$ cat config.mk
export PLATFORM = sky130hd
export DESIGN_NAME = tkd_cell
export DESIGN_NICKNAME = d
export VERILOG_FILES = /design/src/rtl/tkd_pkg.sv /design/src/rtl/tkd_cell.sv
export SDC_FILE = /design/constraint.sdc
export NUM_CORES = 1
export LEC_CHECK = 0
export ABC_AREA = 1
export CAP_MARGIN = 5
export CORE_AREA = 2 2 169 171
export CTS_CLUSTER_DIAMETER = 60
export CTS_CLUSTER_SIZE = 30
export DETAILED_ROUTE_END_ITERATION = 10
export DIE_AREA = 0 0 171 173
export DONT_BUFFER_PORTS = 1
export SYNTH_ARGS = -nofsm -noshare
export SYNTH_HDL_FRONTEND = slang
export SYNTH_SLANG_ARGS = --single-unit
$ cat constraint.sdc
create_clock -name i_clk -period 4.55 [get_ports i_clk]
set_input_delay 0 -clock i_clk [delete_from_list [all_inputs] [get_ports i_clk]]
set_output_delay 0 -clock i_clk [all_outputs]
set_load 0.1 [all_outputs]
$ cat src/rtl/tkd_pkg.sv
// ----------------------------------------------------------------------------
// tkd_pkg
// Shared widths, defaults and types for the top-k select and dedup block.
// ----------------------------------------------------------------------------
package tkd_pkg;

    localparam int HANDLE_W    = 16;
    localparam int SEQ_W       = 20;
    localparam int KEY_W       = 63;
    localparam int CNT_W       = 5;
    localparam int MAX_TOP_DEF = 16;

    localparam logic [CNT_W-1:0] TOP_COUNT_RST = CNT_W'(1);

    typedef struct packed {
        logic [HANDLE_W-1:0] handle;
        logic [SEQ_W-1:0]    seq;
        logic [KEY_W-1:0]    key;
    } t_entry;

    typedef struct packed {
        logic             ins;
        logic             emit;
        t_entry           new_ent;
        logic             head_v;
        logic [SEQ_W-1:0] head_seq;
    } t_bcast;

endpackage

$ cat src/rtl/tkd_cell.sv
// ----------------------------------------------------------------------------
// tkd_cell
// One slot of the sorted candidate chain: sorted insert and shift-out.
// ----------------------------------------------------------------------------
module tkd_cell (
    input  logic            i_clk,
    input  logic            i_rst_n,
    input  tkd_pkg::t_bcast i_bc,
    input  logic            i_en,
    input  logic            i_place_prev,
    input  tkd_pkg::t_entry i_prev_ent,
    input  logic            i_prev_v,
    input  tkd_pkg::t_entry i_next_ent,
    input  logic            i_next_keep,
    output tkd_pkg::t_entry o_ent,
    output logic            o_v,
    output logic            o_place,
    output logic            o_keep
);

    tkd_pkg::t_entry r_ent;
    tkd_pkg::t_entry n_ent;
    logic            r_v;
    logic            n_v;
    logic            v_eff;
    logic            gt;
    logic            place;
    logic            keep;

    always_comb begin
        v_eff = r_v && i_en;
        gt    = v_eff && (r_ent.key > i_bc.new_ent.key);
        place = gt || !v_eff;
        keep  = r_v && !(i_bc.head_v && (r_ent.seq == i_bc.head_seq));
        n_ent = r_ent;
        n_v   = r_v;
        if (i_bc.ins) begin
            if (i_place_prev) begin
                n_ent = i_prev_ent;
                n_v   = i_prev_v && i_en;
            end else if (place) begin
                n_ent = i_bc.new_ent;
                n_v   = i_en;
            end else begin
                n_v = v_eff;
            end
        end else if (i_bc.emit) begin
            n_ent = i_next_ent;
            n_v   = i_next_keep;
        end
    end

    always_ff @(posedge i_clk) begin
        if (!i_rst_n) begin
            r_v <= 1'b0;
        end else begin
            r_v <= n_v;
        end
    end

    always_ff @(posedge i_clk) begin
        r_ent <= n_ent;
    end

    assign o_ent   = r_ent;
    assign o_v     = r_v;
    assign o_place = place;
    assign o_keep  = keep;

endmodule

==> results of run 1 <==
[timing repair]
item	CTS	global route
hold buffers	191	0
endpoints found under the hold margin	99	0
setup buffers	0	0
gates resized for setup	0	0
[synth_stat cells, types with 2 or more instances]
master / n
nand2_1: 193
o21ai_0: 186
nor2_1: 124
edfxtp_1: 99
inv_1: 99
ha_1: 63
clkbuf_1: 31
a21oi_1: 23
o21ai_1: 16
nand3_1: 12
buf_2: 10
xor2_1: 7
inv_2: 6
a21o_1: 4
nand2_2: 4
nand4_1: 4
nor4_1: 4
xnor2_1: 4
nand3_2: 2
nor2_2: 2
nor2_4: 2
nor3_1: 2
o22ai_1: 2
[worst max-delay path, stage by stage (launching register included)]
cell	delay [ns]
edfxtp_1	0.36
buf_4	0.24
ha_1	0.33
nand2_1	0.08
nor2_2	0.13
nand2_2	0.10
nor2_1	0.11
nand2_1	0.06
nand2_1	0.06
nand2_1	0.04
nand2_1	0.09
nand2_1	0.05
nand2_1	0.05
nand2_1	0.06
nand3_1	0.07
nand2_1	0.08
inv_4	0.80
buf_4	0.38
[metal layers]
metal / part of all wire [%] / GRT usage [%] / wire length [um] / vias to the layer above
met1: 38 / 19.5 / 10800 / 3418
met2: 51 / 33.9 / 14400 / 396
met5: 0 / 0 / 0 / -
met4: 3.0 / 6.60 / 849 / 0
met3: 7.3 / 4.26 / 2050 / 59
li1: - / - / - / 3499
[flip-flops by register name, indices dropped and copies added (netlist names)]
signal,cells
o_v,1
o_ent,99
[worst min path at each step]
| stage | to | slack (ns) | cells after the start |
|---|---|---|---|
| 3_5_place_dp | o_v$_SDFFE_PN0P_ | 0.17 | 2 |
| 6_report | o_ent[3]$_DFFE_PP_ | 0.03 | 2 |
| 5_1_grt | o_ent[77]$_DFFE_PP_ | 0.02 | 2 |
| 3_3_place_gp | o_v$_SDFFE_PN0P_ | 0.17 | 2 |
| 2_1_floorplan | o_v$_SDFFE_PN0P_ | 0.14 | 2 |
| 4_1_cts | o_ent[77]$_DFFE_PP_ | 0.003 | 2 |
[stage by stage]
stage / hold slack [ns] / total power, uW / setup WS, ns / std cells
floorplan: 0.138 / 2180 / 0.174 / 911
global placement: 0.169 / 2390 / 0.996 / 1314
detailed placement: 0.166 / 2400 / 0.985 / 1314
CTS: 0.00273 / 3370 / 0.976 / 1521
global route: 0.0218 / 3490 / 0.748 / 1522
finish: 0.0268 / 3330 / 1.11 / 1523
[layout make-up]
| type | instances | area share [%] |
|---|---|---|
| flip-flops and latches | 100 | 29.6 |
| well taps | 378 | 4.67 |
| inverters | 105 | 3.94 |
| clock buffers | 12 | 2.53 |
| repair buffers | 259 | 23.9 |
| multi-input cells | 663 | 34.9 |
| clock inverters | 4 | 0.334 |
| diodes | 2 | 0.0495 |
[where the power goes]
group,internal [uW],switching [uW],total [uW]
Combinational,366,762,1130
Clock,406,376,782
Sequential,1130,294,1420
Total,1900,1430,3330
[logic make-up after synthesis]
logic type | after synthesis | share of synthesized area, %
simple gates | 354 | 20.4
compound gates | 235 | 16.9
buf+inv | 148 | 8.15
flops | 100 | 42.1
fa+ha+maj | 63 | 11.1
xor+xnor | 11 | 1.36
==> key figures, run 1 <==
Timing
  – RSZ-0062 raised after global routing: no
  – Final period util: 75.6%
  – Minimum clock period: 3.44 ns
  – FMAX: 291 MHz
  – Slew at the pin closest to its max-slew limit: 1.16 ns
  – Worst slew margin relative to its limit: 22.4%
  – Fin. Hold Viols: 0
  – Max-slew violation count: 0
  – Clock skew: 0.0166 ns
  – Endpoints failing setup: 0
  – Final TNS setup: 0 ns

Yosys
  – Fraction of registers with async set/reset: 0%
  – Yosys warning count: 0
  – Synth Instances: 911
  – FF+latch count, synth: 100
  – Most frequently used flop master after synthesis: edfxtp_1
  – Synth area leader: edfxtp_1
  – Synth area leaders: edfxtp_1 42%, o21ai_0 13%, ha_1 11%
  – Synth top area share: 41.8%
  – Syn nets: 1300
  – EDFF count, synth: 99
  – Syn avg cell area: 7.80 um2
  – Post-synth cell types: 35
  – Post-synthesis sequential area ratio: 42.1%
  – Cell Area, Synth: 7110 um2

Finish
  – Multi-input logic area: 3540 um2
  – Layout cells sized above 1: 9.19%
  – Most common cell after layout, fill and taps aside: nand2_1
  – Final Util: 36.6%
  – Fill cells: 2818
  – Final instance area: 10100 um2
  – FF/Latch Area: 2990 um2
  – Fin nets: 1527
  – P&R area growth vs syn: 42.4%
  – Commonest non-fill, non-tap cells in the layout: 193 x nand2_1, 191 x dlygate4sd3_1, 186 x o21ai_0

Die
  – Initial core utilization: 25.7%
  – Total core area: 27600 um2
  – I/O Pins: 428
  – Die extent in y: 173 um
  – Die width: 171 um
  – Die area: 29600 um2
  – # rows: 61

Clocking
  – Buffer depth of the longest clock path: 2
  – CTS Sinks: 100
  – Total CTS buffers: 9
  – Clk_lat worst skew: 0.36 ns
  – Clock-pin transition on the worst setup and hold timing paths: 0.08 ns
  – Clock tree root buffer cell: clkbuf_16
  – H-tree level count: 3
  – Clock tree from TritonCTS: built

Min path
  – Hold path startpoint: i_next_ent[3]
  – Worst Hold Class: in2reg

Setup path
  – Crit path kind: reg2reg
  – R2R cell count: 17
  – Worst Setup EP: o_ent[48]$_DFFE_PP_
  – Crit start category: register
  – Crit path launch: o_ent[14]$_DFFE_PP_
  – Internal reg-to-reg setup slack: 1.11 ns
  – Critical Path Sink Type: register
  – Reg-to-Reg End: o_ent[48]$_DFFE_PP_
  – Worst reg2reg path startpoint: o_ent[14]$_DFFE_PP_
  – Worst Path Required: 4.60 ns
  – CP Max Fanout: 87
  – Arr. time, crit path: 3.49 ns

Power and ir drop
  – Leakage: 0.00444 uW
  – Worst VDD drop: 0.000159 V
  – Power density over cell area: 329 nW/um2

Routing
  – Routed vias: 7372
  – Antenna-violating nets left: 0
  – Detailed Routing Iterations Pass 1: 5
  – Drt wl/cell: 18.4 um
  – DRC violations left: 0
  – DRT Wirelength: 28100 um
  – Iteration-0 DRC Markers: 414
  – Number of vias per cell: 4.84

Global routing
  – Largest net degree at the start of global routing: 103
  – Vias in the first global route: 7379
  – Initial antenna violation count: 2
  – Gr usage total: 18.1%
  – Total congestion overflow: 0
  – First-pass GRT wire length: 40500 um

Placement
  – Port bufs: 0
  – DP HPWL: 20500 um
  – RePlAce Congestion: 0.814
  – Post-DP Area: 7910 um2

Run status
  – Status: completed

Run
  – Max Cap Viol: 0
No activity file was read; power rests on OpenSTA's default activity.
==> run 2: changes to the inputs <==
Clock period 4.55 ns to 3.2 ns, I/O delays scaled along.
==> run 2 against run 1 <==
Cell area grew 2.4%; final cell count up 1.8%; die area unchanged; clock skew decreased by 0.0028 ns; utilization grew 0.89 points; first-iteration DRC count shrank 20%; critical endpoint is now o_ent[3]$_DFFE_PP_; sequential cell count is the same; register-to-register slack worse by 0.67 ns; global-route usage grew 0.15 points; combinational power rose by 62%; critical path depth decreased by 3.
==> key figures, run 2 (synthesis results as in run 1) <==
Run status
  – Status: completed

Routing
  – DRC violations left: 0
  – Detailed Routing Iterations Pass 1: 7
  – Drt wl/cell: 18.1 um
  – DRT Wirelength: 28100 um
  – Routed vias: 7385
  – Number of vias per cell: 4.76
  – Antenna-violating nets left: 0
  – Iteration-0 DRC Markers: 331

Setup path
  – CP max stage delay: 0.46 ns
  – Crit start category: register
  – CP delay by family, top: simple AND/OR/NAND/NOR gates
  – Critical Path Sink Type: register
  – Crit path kind: reg2reg
  – Worst path slowest cell: buf_4
  – CP bufs+invs: 2
  – Arr. time, crit path: 2.74 ns
  – CP Max Fanout: 39
  – CP Cell Sequence: ha_1, nand2_1, nor2_1, nand3_1, nor2_1, nand2_1, nand2_1, nand2_1, nand2_1, nand2_1, nand3_1, nand2_1, clkinvlp_4, buf_4
  – Crit path top cell by count: nand2_1
  – Worst Path Required: 3.19 ns

Min path
  – Worst Hold Class: in2reg

Clocking
  – Clk_lat worst skew: 0.35 ns
  – H-tree level count: 3
  – Buffer depth of the longest clock path: 2
  – # hold bufs at CTS: 195
  – Total CTS buffers: 9
  – CTS Sinks: 100
  – Clock-pin transition on the worst setup and hold timing paths: 0.08 ns
  – Post-CTS setup buffers: 0
  – Clock tree from TritonCTS: built
  – Post-CTS resize count: 0
  – Clock tree root buffer cell: clkbuf_16

Global routing
  – First-pass GRT wire length: 41200 um
  – Most crowded layer after global routing: met2
  – Met2 Track Usage GR: 33.9%
  – Total congestion overflow: 0
  – Vias in the first global route: 7373
  – Largest net degree at the start of global routing: 103
  – Gr usage total: 18.3%
  – Met3 Usage GRT: 5.47%
  – Initial antenna violation count: 3
  – GR Layer Usage met1: 19.1%

Die
  – I/O Pins: 428
  – Die extent in y: 173 um
  – Total core area: 27600 um2
  – Die width: 171 um
  – Initial core utilization: 25.7%
  – Die area: 29600 um2
  – # rows: 61

Placement
  – RePlAce Congestion: 0.838
  – Post-DP Area: 8120 um2
  – Port bufs: 0
  – Dpl ws: 0.364 ns
  – DP HPWL: 21000 um

Timing
  – Slew at the pin closest to its max-slew limit: 1.05 ns
  – Endpoints failing setup: 0
  – Clock skew: 0.0138 ns
  – Setup slack after layout: 0.445 ns
  – Minimum clock period: 2.75 ns
  – Worst slew margin relative to its limit: 30.1%
  – RSZ-0062 raised after global routing: no
  – Fin. Hold Viols: 0
  – FMAX: 363 MHz
  – Hold slack final: 0.0500 ns
  – Max-slew violation count: 0
  – Final period util: 86.1%

Power and ir drop
  – Worst VDD drop: 0.000267 V
  – Power density over cell area: 458 nW/um2
  – Total power: 4750 uW
  – Leakage: 0.00457 uW

Finish
  – Commonest non-fill, non-tap cells in the layout: 195 x dlygate4sd3_1, 193 x nand2_1, 186 x o21ai_0
  – Most common cell after layout, fill and taps aside: dlygate4sd3_1
  – Final instance area: 10400 um2
  – Number of flip-flops in the largest register: 99
  – P&R area growth vs syn: 45.8%
  – Fill cells: 2773
  – Layout cells sized above 1: 11.1%
  – Fin nets: 1554

Run
  – Max Cap Viol: 0
==> run 2: worst paths after layout <==
kind | from | endpoint | slack, ns | cells past startpoint
worst max-delay path | o_ent[22]$_DFFE_PP_ | o_ent[3]$_DFFE_PP_ | 0.45 | 14
worst min-delay path | i_prev_ent[61] | o_ent[61]$_DFFE_PP_ | 0.05 | 2
worst max register to register | o_ent[22]$_DFFE_PP_ | o_ent[3]$_DFFE_PP_ | 0.45 | 14
worst min register to register | o_v$_SDFFE_PN0P_ | o_v$_SDFFE_PN0P_ | 1.41 | 4
==> run 2: layout make-up <==
cell class | count | area (um2) | area share [%]
Clock inverter | 7 | 57.6 | 0.555
Clock buffer | 9 | 225 | 2.17
Antenna cell | 3 | 7.51 | 0.0724
Timing Repair Buffer | 286 | 2650 | 25.5
Inverter | 105 | 400 | 3.86
Sequential cell | 100 | 2990 | 28.9
Tap cell | 378 | 473 | 4.56
Multi-Input combinational cell | 663 | 3560 | 34.4
==> run 2: layer usage <==
layer	share of wire [%]	up-vias
li1	-	3556
met4	3.8	0
met2	51	409
met5	0	-
met3	8.6	60
met1	37	3360
==> run 2: stage by stage <==
stage / util, % / cells / setup TNS [ns]
2_1_floorplan: - / 911 / -71.56
3_3_place_gp: 29.4 / 1337 / 0
3_5_place_dp: 29.4 / 1337 / 0
4_1_cts: 37.5 / 1548 / 0
5_1_grt: 37.5 / 1550 / 0
6_report: 37.5 / 1551 / 0
==> run 2: report_power, final <==
part | internal [uW] | total (uW) | switching, uW
Clock | 542 | 1080 | 537
Combinational | 561 | 1830 | 1270
Sequential | 1600 | 1840 | 237
